[config.mk]
export PLATFORM = sky130hd
export DESIGN_NAME = nmea_rmc_time_extractor
export DESIGN_NICKNAME = d
export VERILOG_FILES = /design/src/sv/nrte_pkg.sv /design/src/sv/nrte_front.sv /design/src/sv/nrte_queue.sv /design/src/sv/nrte_back.sv /design/src/sv/nmea_rmc_time_extractor.sv
export SDC_FILE = /design/constraint.sdc
export NUM_CORES = 1
export LEC_CHECK = 0
export ABC_AREA = 1
export BUFFER_PORTS_ARGS = -buffer_cell sky130_fd_sc_hd__buf_2
export CAP_MARGIN = 40
export CORE_ASPECT_RATIO = 1.5
export CORE_MARGIN = 8
export CORE_UTILIZATION = 32
export DETAILED_ROUTE_END_ITERATION = 10
export GPL_TIMING_DRIVEN = 0
export PLACE_DENSITY = 0.46
export RECOVER_POWER = 25
export SLEW_MARGIN = 30
export SYNTH_ARGS = -nofsm -noshare
export SYNTH_HDL_FRONTEND = slang
export SYNTH_HIERARCHICAL = 1
export SYNTH_SLANG_ARGS = --single-unit
[constraint.sdc]
create_clock -name clk_i -period 3.62 [get_ports clk_i]
set_input_delay 0.362 -clock clk_i [delete_from_list [all_inputs] [get_ports clk_i]]
set_output_delay 0.362 -clock clk_i [all_outputs]
set_load 0.01 [all_outputs]
[src/sv/nrte_pkg.sv]
// Shared types, constants and helpers for the RMC time extractor.
// No dependencies; imported by every module of the block.
`default_nettype none
package nrte_pkg;

  localparam int unsigned ByteW      = 8;
  localparam int unsigned NibbleW    = 4;
  localparam int unsigned NumDigits  = 6;
  localparam int unsigned FieldW     = 7;
  localparam int unsigned OutDataW   = 24;
  localparam int unsigned QueueDepth = 2;

  localparam logic [ByteW-1:0] ChDollar = 8'h24;
  localparam logic [ByteW-1:0] ChZero   = 8'h30;
  localparam logic [ByteW-1:0] ChNine   = 8'h39;

  localparam logic [3:0] PosIdle      = 4'd0;
  localparam logic [3:0] PosHeaderEnd = 4'd6;
  localparam logic [3:0] PosTimeFirst = 4'd7;
  localparam logic [3:0] PosTimeLast  = 4'd12;

  typedef logic [NumDigits-1:0][NibbleW-1:0] time_digits_t;

  function automatic logic [ByteW-1:0] header_char(input logic [3:0] pos);
    logic [ByteW-1:0] ch;
    unique case (pos)
      4'd1:    ch = 8'h47;
      4'd2:    ch = 8'h50;
      4'd3:    ch = 8'h52;
      4'd4:    ch = 8'h4d;
      4'd5:    ch = 8'h43;
      default: ch = 8'h00;
    endcase
    return ch;
  endfunction

  function automatic logic [FieldW-1:0] pair_value(input logic [NibbleW-1:0] hi,
                                                   input logic [NibbleW-1:0] lo);
    logic [7:0] sum;
    sum = {1'b0, hi, 3'b000} + {3'b000, hi, 1'b0} + {4'b0000, lo};
    return sum[FieldW-1:0];
  endfunction

endpackage
`default_nettype wire

[src/sv/nrte_front.sv]
// Front end: tracks sentence position, checks the GPRMC header and captures time digits.
// Depends on nrte_pkg; pushes finished digit sets into nrte_queue.
`default_nettype none
module nrte_front
  import nrte_pkg::*;
(
  input  wire logic               clk_i,
  input  wire logic               rst_ni,
  input  wire logic               accept_i,
  input  wire logic [ByteW-1:0]   rx_byte_i,
  output      logic               push_o,
  output      time_digits_t       push_data_o
);

  logic [3:0]   pos_q, pos_d;
  logic         hdr_bad_q, hdr_bad_d;
  logic         dig_bad_q, dig_bad_d;
  time_digits_t digits_q;
  logic         not_digit;
  logic [ByteW-1:0] nib_full;
  logic [2:0]   slot;

  assign not_digit = (rx_byte_i < ChZero) || (rx_byte_i > ChNine);
  assign nib_full  = rx_byte_i - ChZero;
  assign slot      = 3'(pos_q - PosTimeFirst);

  always_comb begin
    pos_d     = pos_q;
    hdr_bad_d = hdr_bad_q;
    dig_bad_d = dig_bad_q;
    push_o    = 1'b0;
    if (accept_i) begin
      if (pos_q == PosIdle) begin
        if (rx_byte_i == ChDollar) begin
          pos_d     = 4'd1;
          hdr_bad_d = 1'b0;
          dig_bad_d = 1'b0;
        end
      end else if (pos_q < PosHeaderEnd) begin
        if (rx_byte_i != header_char(pos_q)) hdr_bad_d = 1'b1;
        pos_d = pos_q + 4'd1;
      end else if (pos_q == PosHeaderEnd) begin
        pos_d = hdr_bad_q ? PosIdle : PosTimeFirst;
      end else if (pos_q < PosTimeLast) begin
        if (not_digit) dig_bad_d = 1'b1;
        pos_d = pos_q + 4'd1;
      end else if (pos_q == PosTimeLast) begin
        if (not_digit) dig_bad_d = 1'b1;
        push_o = !(dig_bad_q || not_digit);
        pos_d  = PosIdle;
      end else begin
        pos_d = PosIdle;
      end
    end
  end

  always_comb begin
    push_data_o                = digits_q;
    push_data_o[NumDigits-1]   = nib_full[NibbleW-1:0];
  end

  always_ff @(posedge clk_i or negedge rst_ni) begin
    if (!rst_ni) begin
      pos_q     <= PosIdle;
      hdr_bad_q <= 1'b0;
      dig_bad_q <= 1'b0;
    end else begin
      pos_q     <= pos_d;
      hdr_bad_q <= hdr_bad_d;
      dig_bad_q <= dig_bad_d;
    end
  end

  always_ff @(posedge clk_i) begin
    if (accept_i && pos_q >= PosTimeFirst && pos_q < PosTimeLast) begin
      digits_q[slot] <= nib_full[NibbleW-1:0];
    end
  end

endmodule
`default_nettype wire

[src/sv/nrte_queue.sv]
// Short register queue carrying captured digit sets from front end to back end.
// Depends on nrte_pkg for the digit set type.
`default_nettype none
module nrte_queue
  import nrte_pkg::*;
#(
  parameter int unsigned Depth = QueueDepth
) (
  input  wire logic         clk_i,
  input  wire logic         rst_ni,
  input  wire logic         push_i,
  input  wire time_digits_t push_data_i,
  output      logic         not_full_o,
  output      logic         not_empty_o,
  input  wire logic         pop_i,
  output      time_digits_t pop_data_o
);

  localparam int unsigned PtrW = (Depth > 1) ? $clog2(Depth) : 1;
  localparam int unsigned CntW = $clog2(Depth + 1);
  localparam logic [PtrW-1:0] LastPtr = PtrW'(Depth - 1);

  time_digits_t    mem_q [Depth];
  logic [PtrW-1:0] wr_ptr_q, rd_ptr_q;
  logic [CntW-1:0] count_q;
  logic            do_push, do_pop;

  assign not_full_o  = count_q != CntW'(Depth);
  assign not_empty_o = count_q != '0;
  assign do_push     = push_i && not_full_o;
  assign do_pop      = pop_i && not_empty_o;
  assign pop_data_o  = mem_q[rd_ptr_q];

  always_ff @(posedge clk_i or negedge rst_ni) begin
    if (!rst_ni) begin
      wr_ptr_q <= '0;
      rd_ptr_q <= '0;
      count_q  <= '0;
    end else begin
      if (do_push) wr_ptr_q <= (wr_ptr_q == LastPtr) ? '0 : wr_ptr_q + 1'b1;
      if (do_pop)  rd_ptr_q <= (rd_ptr_q == LastPtr) ? '0 : rd_ptr_q + 1'b1;
      if (do_push && !do_pop)      count_q <= count_q + 1'b1;
      else if (do_pop && !do_push) count_q <= count_q - 1'b1;
    end
  end

  always_ff @(posedge clk_i) begin
    if (do_push) mem_q[wr_ptr_q] <= push_data_i;
  end

endmodule
`default_nettype wire

[src/sv/nrte_back.sv]
// Back end: converts digit pairs to binary and holds the result in the output register.
// Depends on nrte_pkg; pops digit sets from nrte_queue.
`default_nettype none
module nrte_back
  import nrte_pkg::*;
(
  input  wire logic              clk_i,
  input  wire logic              rst_ni,
  input  wire logic              avail_i,
  input  wire time_digits_t      digits_i,
  output      logic              pop_o,
  output      logic              m_tvalid_o,
  input  wire logic              m_tready_i,
  output      logic [OutDataW-1:0] m_tdata_o
);

  logic              valid_q;
  logic [FieldW-1:0] hours_q, minutes_q, seconds_q;

  assign pop_o      = avail_i && (!valid_q || m_tready_i);
  assign m_tvalid_o = valid_q;
  assign m_tdata_o  = {(OutDataW - 3 * FieldW)'(0), seconds_q, minutes_q, hours_q};

  always_ff @(posedge clk_i or negedge rst_ni) begin
    if (!rst_ni) begin
      valid_q <= 1'b0;
    end else if (pop_o) begin
      valid_q <= 1'b1;
    end else if (m_tready_i) begin
      valid_q <= 1'b0;
    end
  end

  always_ff @(posedge clk_i) begin
    if (pop_o) begin
      hours_q   <= pair_value(digits_i[0], digits_i[1]);
      minutes_q <= pair_value(digits_i[2], digits_i[3]);
      seconds_q <= pair_value(digits_i[4], digits_i[5]);
    end
  end

endmodule
`default_nettype wire

[src/sv/nmea_rmc_time_extractor.sv]
// Top level of the RMC time extractor: front end, digit queue and back end.
// Depends on nrte_pkg, nrte_front, nrte_queue and nrte_back.
//
// Usage:
//   Feed received ASCII bytes on the s_axis channel, one request per byte.
//   A '$' opens a sentence; positions 1 to 5 must read GPRMC, position 6 is
//   skipped, positions 7 to 12 are the hhmmss characters. When all six are
//   decimal digits, one request leaves on m_axis with hours, minutes and
//   seconds in binary.
//   Throughput: one byte per cycle while s_axis_tready_o is high; the front
//   end decides each byte combinationally from the position counter and one compare.
//   After the byte at position 12 is taken, the digit set is written into the queue,
//   then converted into the output register once that register is free or drained.
//   Reset clears the position counter, the queue and the output valid; the
//   block is ready for a byte right after reset, as the queue starts empty.
//   When the receiver stalls, results wait in the digit queue (two entries by
//   default) and the output register; s_axis_tready_o drops only when the queue is full.
`default_nettype none
module nmea_rmc_time_extractor
  import nrte_pkg::*;
#(
  parameter int unsigned QueueDepthP = QueueDepth
) (
  input  wire logic                clk_i,
  input  wire logic                rst_ni,
  input  wire logic                s_axis_tvalid_i,
  output      logic                s_axis_tready_o,
  input  wire logic [ByteW-1:0]    s_axis_tdata_i,   // [7:0] rx_byte
  output      logic                m_axis_tvalid_o,
  input  wire logic                m_axis_tready_i,
  output      logic [OutDataW-1:0] m_axis_tdata_o    // [6:0] hours, [13:7] minutes,
                                                     // [20:14] seconds, [23:21] zero
);

  logic         accept, push, not_full, not_empty, pop;
  time_digits_t push_data, pop_data;

  assign s_axis_tready_o = not_full;
  assign accept          = s_axis_tvalid_i && not_full;

  nrte_front u_front (
    .clk_i      (clk_i),
    .rst_ni     (rst_ni),
    .accept_i   (accept),
    .rx_byte_i  (s_axis_tdata_i),
    .push_o     (push),
    .push_data_o(push_data)
  );

  nrte_queue #(
    .Depth(QueueDepthP)
  ) u_queue (
    .clk_i      (clk_i),
    .rst_ni     (rst_ni),
    .push_i     (push),
    .push_data_i(push_data),
    .not_full_o (not_full),
    .not_empty_o(not_empty),
    .pop_i      (pop),
    .pop_data_o (pop_data)
  );

  nrte_back u_back (
    .clk_i     (clk_i),
    .rst_ni    (rst_ni),
    .avail_i   (not_empty),
    .digits_i  (pop_data),
    .pop_o     (pop),
    .m_tvalid_o(m_axis_tvalid_o),
    .m_tready_i(m_axis_tready_i),
    .m_tdata_o (m_axis_tdata_o)
  );

endmodule
`default_nettype wire
Yosys cells after proc, flatten, opt, wreduce, memory -nomap -nowiden

Memory sizes are Yosys's and may differ from the RTL's.
Index checks and enable logic that the tools add are counted.
Widths: inputs -> output; s select.

Add/sub/neg operators: 13
Order comparisons: 7
Eq/ne operators: 13
Multiplexer cells: 37
Reductions and logical operators: 26

Operator list:

| operator            | count |
|---|---|
| $pmux 7 s5          | 1 |
| $bwmux 24           | 1 |
| $mux 4              | 6 |
| $mux 8              | 3 |
| $mux 1              | 22 |
| $add 7x4->7         | 3 |
| $add 7x5->7         | 3 |
| $demux 4 s3         | 1 |
| $eq 4x3->1 const B  | 3 |
| $reduce_bool 2->1   | 5 |
| $logic_and 1x1->1   | 9 |
| $eq 4x2->1 const B  | 2 |
| $eq 8x6->1 const B  | 1 |
| $gt 8x6->1 const B  | 1 |
| $lt 8x6->1 const B  | 1 |
| $ne 8x8->1          | 1 |
| $reduce_and 5->1    | 1 |
| $add 4x1->4 const B | 1 |
| $eq 4x1->1 const B  | 1 |
| $eq 4x4->1 const B  | 1 |
| $ge 4x3->1 const B  | 1 |
| $logic_not 1->1     | 4 |
| $logic_not 4->1     | 1 |
| $lt 3x4->1 const B  | 1 |
| other kinds (16)    | 22 |

Bits in registers: 56
Memory bits (writable): 48
Output and inout bits: 26
Memories kept: 1

Memories:

| name          | depth | bits a word | rd ports | clocked after Yosys merged registers in | wr ports | line             | RTL |
|---|---|---|---|---|---|---|---|
| u_queue.mem_q | 2     | 24          | 1        | 0                                       | 1        | nrte_queue.sv:23 | `time_digits_t mem_q [Depth];` |

Depth between registers and ports, before layout

Gate-level depths: netlist of the first run.

Depth after elaboration: 15
Depth in mapped cells: 15
Mapped depth without buffers: 14

Hierarchy

Netlist of the first run, hierarchy kept.

Modules (own cells, without submodules):

| module                  | times used | cells each | area an instance (µm²) |
|---|---|---|---|
| nrte_queue              | 1          | 154        | 2039.5 |
| nrte_back               | 1          | 139        | 1432.6 |
| nrte_front              | 1          | 144        | 1372.6 |
| nmea_rmc_time_extractor | 1          | 2          | 7.5 |

Worst setup path after synthesis of the first run

No wires, ideal clock.

Kind: flip-flop to flip-flop
Start point: reg u_queue.count_q[1]
End point: reg u_queue.count_q[1]
Data arrival time: 2417 ps
Data required time: 3503 ps
Setup slack: 1086 ps
Stages on the path, launching flop included: 11
Path buffers: 0
Clock period less this slack: 2534 ps
Path through: dfrtp_1 inv_2 nand2_2 inv_1 a21oi_1 nand2_2 ha_1 inv_1 nand3_1 nand2_1 nand2_1

Elaborated cells on any way between the ends: 16
Classes of those cells: add/sub: 2; eq/ne: 1; mux: 3; reduce/logical: 10

RTL lines:

| item                                        | line                          | RTL |
|---|---|---|
| from (decl)                                 | nrte_queue.sv:25              | `logic [CntW-1:0] count_q;` |
| from (signal assigned)                      | nrte_queue.sv:42              | `if (do_push && !do_pop) count_q <= count_q + 1'b1;` |
| from (signal assigned)                      | nrte_queue.sv:43              | `else if (do_pop && !do_push) count_q <= count_q - 1'b1;` |
| $reduce_bool 2->1 *                         | nrte_queue.sv:29              | `assign not_empty_o = count_q != '0;` |
| via not_empty                               | nmea_rmc_time_extractor.sv:35 | `logic accept, push, not_full, not_empty, pop;` |
| $logic_and 1x1->1 *                         | nrte_back.sv:20               | `assign pop_o = avail_i && (!valid_q \|\| m_tready_i);` |
| via pop                                     | nmea_rmc_time_extractor.sv:35 |  |
| $logic_and 1x1->1 *                         | nrte_queue.sv:31              | `assign do_pop = pop_i && not_empty_o;` |
| $logic_not 1->1                             | nrte_queue.sv:42              |  |
| $logic_and 1x1->1                           | nrte_queue.sv:42              |  |
| $mux 2 or $reduce_bool 2->1 (tied branches) | n/a                           |  |

Mark *: on every way through the listed nets, which the timed path passes. The rest lies on a longest branch. The select of a mux whose other input is x is not followed.
A chain may end at the register's enable or synchronous reset.

==> summary.txt, run 1 <==
Outcome
  • Outcome: finished clean

Final layout
  • Fill count: 1441
  • Layout area overhead: 17.5%
  • Commonest non-fill, non-tap cell in the layout: nand2_1
  • Inserted Diodes: 0
  • Layout cell share with drive strength beyond 1: 0.172
  • Most frequent cells in the layout: nand2_1, edfxtp_1, inv_1
  • Net count, final: 534

STA
  • Final Hold Viols: 0
  • F_max: 389 MHz
  • Final Skew: 6.76 ps
  • Slew at the pin closest to its max-slew limit: 643 ps
  • Final Max Slew Viols: 0
  • RSZ-0062 raised after global routing: false
  • Period minus WS final: 2570 ps
  • Period utilisation layout: 0.711
  • Max-slew headroom: 0.568
  • Setup TNS: 0 ps
  • Final setup fails: 0

Floorplanning
  • Die height: 167 um
  • Starting Density: 0.325
  • Die area: 19400 um^2
  • Die Wd: 117 um
  • Io pins: 38
  • Cell Rows: 55
  • Core box area: 14900 um^2

Clock tree
  • Setup bufs post-CTS: 0
  • Clock-pin slew reported for the worst setup and hold paths after clock tree synthesis: 70 ps
  • # resized after CTS: 0
  • CTS Buf Count: 9
  • Skew-Pair Late Insertion Delay: 340 ps
  • Clock Sinks: 100
  • H-tree level count: 3
  • Clock root cell: clkbuf_16
  • CTS tree: done
  • Clock buffer depth: 2
  • Hold_buf cts: 1

Setup path
  • Startpoint Class: register
  • Worst Path Required: 3720 ps
  • Maximum net fanout on the critical path: 10
  • R2R Setup Slk: 1050 ps
  • Element type at the critical path end: register
  • Critical path class: reg2reg
  • Arr. time, crit path: 2670 ps

Synthesis
  • Yosys warnings: 6
  • Synthesized area: 4850 um^2
  • Netlist cell types: 34
  • Post-Syn Instances: 439
  • EDFF count, synth: 89
  • Yosys reg bits: 100
  • Ys async rst share: 0.110
  • Synth Flop Type: edfxtp_1
  • Syn_area_per_cell: 11.1 um^2
  • Seq/Total Area, Yosys: 0.608

Global routing
  • Initial antenna violation count: 0
  • Largest net degree at the start of global routing: 21
  • Gr usage total: 0.0994
  • Vias in the first global route: 3019
  • First-pass GRT wire length: 14800 um
  • Total gr overflow: 0

Power and ir drop
  • Design Power: 2.93 mW
  • Maximum vdd drop: 0.261 mV
  • Leak: 2.45 nW
  • PD cells: 514 nW/um^2

Routing
  • DR vias: 2959
  • Wire per inst: 12.7 um
  • Routed vias/inst: 4.26
  • DR pass1 iterations: 4
  • Drc violations: 0
  • DR WL met3: 340 um
  • Antenna-violating nets left: 0
  • Top Layer Used: met4
  • Met1 wire length: 3480 um
  • Wirelength, routed: 8810 um
  • DR iter-0 viols: 123
  • Met2 WL: 4840 um

Placed design
  • RD Place Congestion: 0.815
  • Detail Placement HPWL: 6690 um
  • PortBufs: 34

Job
  • Max Cap Viol: 0

Min path
  • HP Class: in2reg
==> state kept, by name, summed over array words and instances, names as in the netlist <==
register,flops
u_front/push_data_o,20
u_back/m_tvalid_o,1
u_front/dig_bad_q,1
u_front/hdr_bad_q,1
u_queue/wr_ptr_q,1
u_queue/mem_q,48
u_back/seconds_q,7
u_front/pos_q,4
u_back/hours_q,7
u_queue/rd_ptr_q,1
u_queue/count_q,2
u_back/minutes_q,7
==> cells in the mapped netlist, types with 5 or more instances <==
| master | n | area share |
|---|---|---|
| nand2_1 | 136 | 0.11 |
| nand4_1 | 5 | 0.0064 |
| dfrtp_1 | 11 | 0.057 |
| edfxtp_1 | 89 | 0.55 |
| or2_1 | 5 | 0.0064 |
| a21oi_1 | 7 | 0.0072 |
| inv_1 | 56 | 0.043 |
| nor2_1 | 22 | 0.017 |
| o21ai_0 | 8 | 0.0083 |
| xnor2_1 | 6 | 0.011 |
| nand3_1 | 17 | 0.018 |
| buf_4 | 7 | 0.011 |
| nand2_2 | 10 | 0.013 |
| ha_1 | 26 | 0.067 |
| fa_1 | 6 | 0.025 |
==> final timing paths <==
path                                        to  cells past startpoint                   start
max                          u_back/hours_q[6]                     14        u_queue/rd_ptr_q
min                          u_back/m_tvalid_o                      4         m_axis_tready_i
max reg2reg                  u_back/hours_q[6]                     14        u_queue/rd_ptr_q
min reg2reg                u_queue/mem_q[1][5]                      0  u_front/push_data_o[5]
max in group asynchronous    u_front/hdr_bad_q                      2                  rst_ni
min in group asynchronous     u_front/pos_q[2]                      2                  rst_ni
==> cell families (layout without fill, tap and decap cells) <==
| family | Yosys count | after routing | synth area share |
|---|---|---|---|
| simple gates | 207 | 207 | 0.187 |
| fa+ha+maj | 32 | 32 | 0.0918 |
| other cells | 1 | 3 | 0.000773 |
| buf+inv | 73 | 127 | 0.0750 |
| xor+xnor | 8 | 8 | 0.0160 |
| compound gates | 18 | 18 | 0.0214 |
| flops | 100 | 100 | 0.608 |
==> metal layers <==
metal / vias to the layer above / track usage
met5: - / 0
met4: 0 / 0.0459
met3: 9 / 0.0257
met2: 43 / 0.182
met1: 1378 / 0.101
li1: 1529 / -
==> area by class of cell <==
class	count	area, um^2	area share
Sequential cell	100	2950	0.517
Multi-Input combinational cell	268	1570	0.276
Tap cell	199	249	0.0437
Timing Repair Buffer	38	245	0.0430
Inverter	60	235	0.0413
Clock buffer	9	225	0.0395
Buffer	13	125	0.0219
Clock inverter	7	98.8	0.0173
==> per-stage QoR <==
stage	cell area (um^2)	hold WS (ps)	utilization	worst slack, ps	cells
2_1_floorplan	4860	66.4	-	1090	441
3_3_place_gp	5280	263	0.353	218	674
3_5_place_dp	5380	269	0.360	1030	677
4_1_cts	5710	271	0.382	1020	694
5_1_grt	5700	293	0.382	889	694
6_report	5700	286	0.382	1050	694
==> worst max-delay path: stages, from the launching register on <==
cell,delay (ps)
dfrtp_1,370
buf_6,150
inv_8,90
buf_6,150
nand2_1,60
nand2_1,90
inv_1,80
fa_1,530
fa_1,480
inv_1,70
nand2_1,50
nand2_1,70
nand2_1,50
nand2_1,50
nand2_1,40
==> report_power, final <==
group | internal, mW | leakage (nW) | switching [mW]
Sequential | 1.30 | 0.938 | 0.0370
Combinational | 0.198 | 1.35 | 0.357
Clock | 0.612 | 0.162 | 0.420
No activity file was read; power rests on OpenSTA's default activity.
==> inputs of run 2 (changes only) <==
--- a/config.mk
+++ b/config.mk
@@ -13,7 +13,7 @@
 export CORE_UTILIZATION = 32
 export DETAILED_ROUTE_END_ITERATION = 10
 export GPL_TIMING_DRIVEN = 0
-export PLACE_DENSITY = 0.46
+export PLACE_DENSITY = 0.48
 export RECOVER_POWER = 25
 export SLEW_MARGIN = 30
 export SYNTH_ARGS = -nofsm -noshare
==> constraint.sdc (replaced) <==
create_clock -name clk_i -period 2.22 [get_ports clk_i]
set_input_delay 0.222 -clock clk_i [delete_from_list [all_inputs] [get_ports clk_i]]
set_output_delay 0.222 -clock clk_i [all_outputs]
set_load 0.01 [all_outputs]
==> run 2 against run 1 <==
Against the previous run: wire length increased by 10%; critical path depth increased by 2; combinational power increased by 70%; the flow now finishes with violations (negative setup slack); clock skew about the same; register-to-register slack got worse by 1200 ps; cell area increased by 5.8%; sequential cell count unchanged; die area unchanged; total power increased by 64%; non-clock buffer count increased by 22; sequential power increased by 63%.
==> summary.txt, run 2 (same netlist as run 1, synthesis figures left out) <==
Global routing
  • First-pass GRT wire length: 14800 um (+0.28%)
  • Gr usage total: 0.0994 (about the same)
  • Total gr overflow: 0 (unchanged)
  • M3 GR Usage: 0.0228 (-0.00290)
  • Met2 usage: 0.183 (+0.00151)
  • Vias in the first global route: 3084 (+2.2%)
  • Met1 global-route usage: 0.104 (+0.00222)
  • Initial antenna violation count: 0 (unchanged)
  • GR peak layer: met2
  • Largest net degree at the start of global routing: 24 (+14%)

STA
  • RSZ-0062 raised after global routing: true
  • Final Max Slew Viols: 0 (unchanged)
  • Period minus WS final: 2360 ps (-210 ps)
  • Final Hold Viols: 0 (unchanged)
  • Slew at the pin closest to its max-slew limit: 781 ps (+137 ps)
  • Period utilisation layout: 1.06 (+0.354)
  • F_max: 423 MHz (+8.9%)
  • Hold Slack: 257 ps (-29.1 ps)
  • Final Skew: 6.76 ps (-0.00525 ps)
  • Final setup fails: 10 (+10)
  • Worst Setup Slack, final: -143 ps (-1190 ps)
  • Max-slew headroom: 0.479 (-0.0883)

Setup path
  • Arr. time, crit path: 2460 ps (-210 ps)
  • Maximum net fanout on the critical path: 6 (-4)
  • Critical path class: reg2reg
  • Element type at the critical path end: register
  • Startpoint Class: register
  • Worst Path Required: 2320 ps (-1400 ps)
  • R2R Setup Slk: -140 ps (-1190 ps)

Job
  • Max Cap Viol: 0 (unchanged)

Power and ir drop
  • Cell internal pwr: 3.45 mW (+63%)
  • Leak: 2.54 nW (+3.9%)
  • Sequential Power Share: 0.456 (-0.002)
  • PD cells: 795 nW/um^2 (+55%)
  • Gate power share: 0.197 (+0.007)
  • Maximum vdd drop: 0.521 mV (+100%)
  • Psw: 1.35 mW (+66%)
  • Sw frac: 0.281 (+0.00315)
  • Power share of the clock group: 0.346 (-0.006)

Final layout
  • Largest register by flop count: u_queue/mem_q
  • Inserted Diodes: 0 (unchanged)
  • Fill count: 1455 (+0.97%)
  • Most frequent cells in the layout: nand2_1, edfxtp_1, inv_1
  • Commonest non-fill, non-tap cell in the layout: nand2_1
  • Max reg flops: 48 (unchanged)
  • Layout area overhead: 24.3%
  • Final Core Density: 0.404 (+0.0221)
  • Net count, final: 557 (+4.3%)
  • Layout cell share with drive strength beyond 1: 0.280 (+0.108)
  • Final Cell Area: 6030 um^2 (+5.8%)

Clock tree
  • Clock root cell: clkbuf_16
  • CTS tree: done
  • Skew-Pair Late Insertion Delay: 340 ps (about the same)
  • Clock Sinks: 100 (unchanged)
  • Clock-pin slew reported for the worst setup and hold paths after clock tree synthesis: 70 ps (about the same)
  • CTS Buf Count: 9 (unchanged)
  • Clock buffer depth: 2 (unchanged)
  • H-tree level count: 3 (unchanged)

Floorplanning
  • Die area: 19400 um^2 (unchanged)
  • Io pins: 38 (unchanged)
  • Starting Density: 0.325 (unchanged)
  • Die height: 167 um (unchanged)
  • Cell Rows: 55 (unchanged)
  • Die Wd: 117 um (unchanged)
  • Core box area: 14900 um^2 (unchanged)

Placed design
  • Cell area after placement: 5370 um^2 (-0.14%)
  • RD Place Congestion: 0.824 (+1.1%)
  • PortBufs: 34 (unchanged)
  • Detail Placement HPWL: 6690 um (about the same)

Routing
  • DR iter-0 viols: 138 (+12%)
  • DR pass1 iterations: 4 (unchanged)
  • Wirelength, routed: 9690 um (+10%)
  • DR vias: 3020 (+2.1%)
  • Antenna-violating nets left: 0 (unchanged)
  • Drc violations: 0 (unchanged)
  • Routed vias/inst: 4.21 (-1.2%)
  • Wire per inst: 13.5 um (+6.5%)

Outcome
  • Outcome: finished, violations left
  • Violated checks: negative setup slack

Min path
  • HP Class: in2reg
-- run 2: cell types whose count changed in the layout (fill, tap and decap cells not counted), moves of 3 or more --
| cell | before | now |
|---|---|---|
| buf_6 | 3 | 6 |
| buf_4 | 3 | 22 |
| ha_1 | 26 | 19 |
| inv_2 | 2 | 12 |
| ha_4 | 0 | 6 |
| fa_2 | 0 | 4 |
| fa_1 | 6 | 2 |
| inv_1 | 56 | 46 |
| nand2_2 | 10 | 22 |
| nand2_1 | 136 | 121 |
| nand2_4 | 2 | 5 |
-- run 2: worst paths after layout --
path | start | to | cells past startpoint
worst max-delay path | u_queue/rd_ptr_q | u_back/hours_q[6] | 16
worst min-delay path | m_axis_tready_i | u_back/m_tvalid_o | 4
worst max register to register | u_queue/rd_ptr_q | u_back/hours_q[6] | 16
worst min register to register | u_front/push_data_o[8] | u_queue/mem_q[1][8] | 0
max in group asynchronous | rst_ni | u_front/pos_q[0] | 2
min in group asynchronous | rst_ni | u_front/pos_q[3] | 2
-- run 2: what timing repair did --
action	4_1_cts	5_1_grt
buffers inserted	18	5
hold buffers	1	0
gates cloned	0	1
setup endpoints to repair	15	13
pin swaps	21	22
gates resized for setup	24	22
endpoints found under the hold margin	11	0
-- run 2: final cells by class --
class / count / area, um^2 / area share
timing repair buffer: 60 / 417 / 0.0691
clock buffer: 10 / 229 / 0.0380
tap: 199 / 249 / 0.0413
buffer: 13 / 133 / 0.0220
clock inverter: 6 / 87.6 / 0.0145
multi-input combinational: 269 / 1730 / 0.287
inverter: 60 / 235 / 0.0390
sequential: 100 / 2950 / 0.489
-- run 2: per-stage QoR --
stage | power (mW) | TNS, ps | cells | worst slack, ps
2_1_floorplan | 2.92 | -11420 | 441 | -238
4_1_cts | 4.84 | -906 | 711 | -151
3_5_place_dp | 3.15 | -1130 | 676 | -196
5_1_grt | 5.06 | -1620 | 717 | -253
6_report | 4.79 | -530 | 717 | -143
3_3_place_gp | 3.14 | -55190 | 674 | -1130
-- run 2: layer usage --
metal  part of all wire  vias to the layer above
li1                   -                     1576
met1               0.39                     1399
met2               0.56                       36
met3              0.033                        9
met4              0.017                        0
met5                  0                        -
-- run 2: worst max-delay path, cell delays in order (launching register included) --
cell	delay (ps)
dfrtp_1	350
buf_6	150
inv_8	50
buf_8	130
buf_6	130
nand2_2	50
nand2_1	50
ha_1	280
ha_2	180
inv_2	40
fa_2	400
inv_2	50
nand2_1	40
nand2_1	70
nand2_1	50
nand2_1	50
nand2_1	40
-- run 2: power groups by stage --
stage          Combinational [mW]  Sequential, mW  Clock [mW]
4_1_cts                     0.940            2.19        1.71
3_3_place_gp                0.916            2.22           0
2_1_floorplan               0.701            2.22           0
3_5_place_dp                0.923            2.23           0
6_report                    0.945            2.19        1.66
5_1_grt                      1.07            2.20        1.78
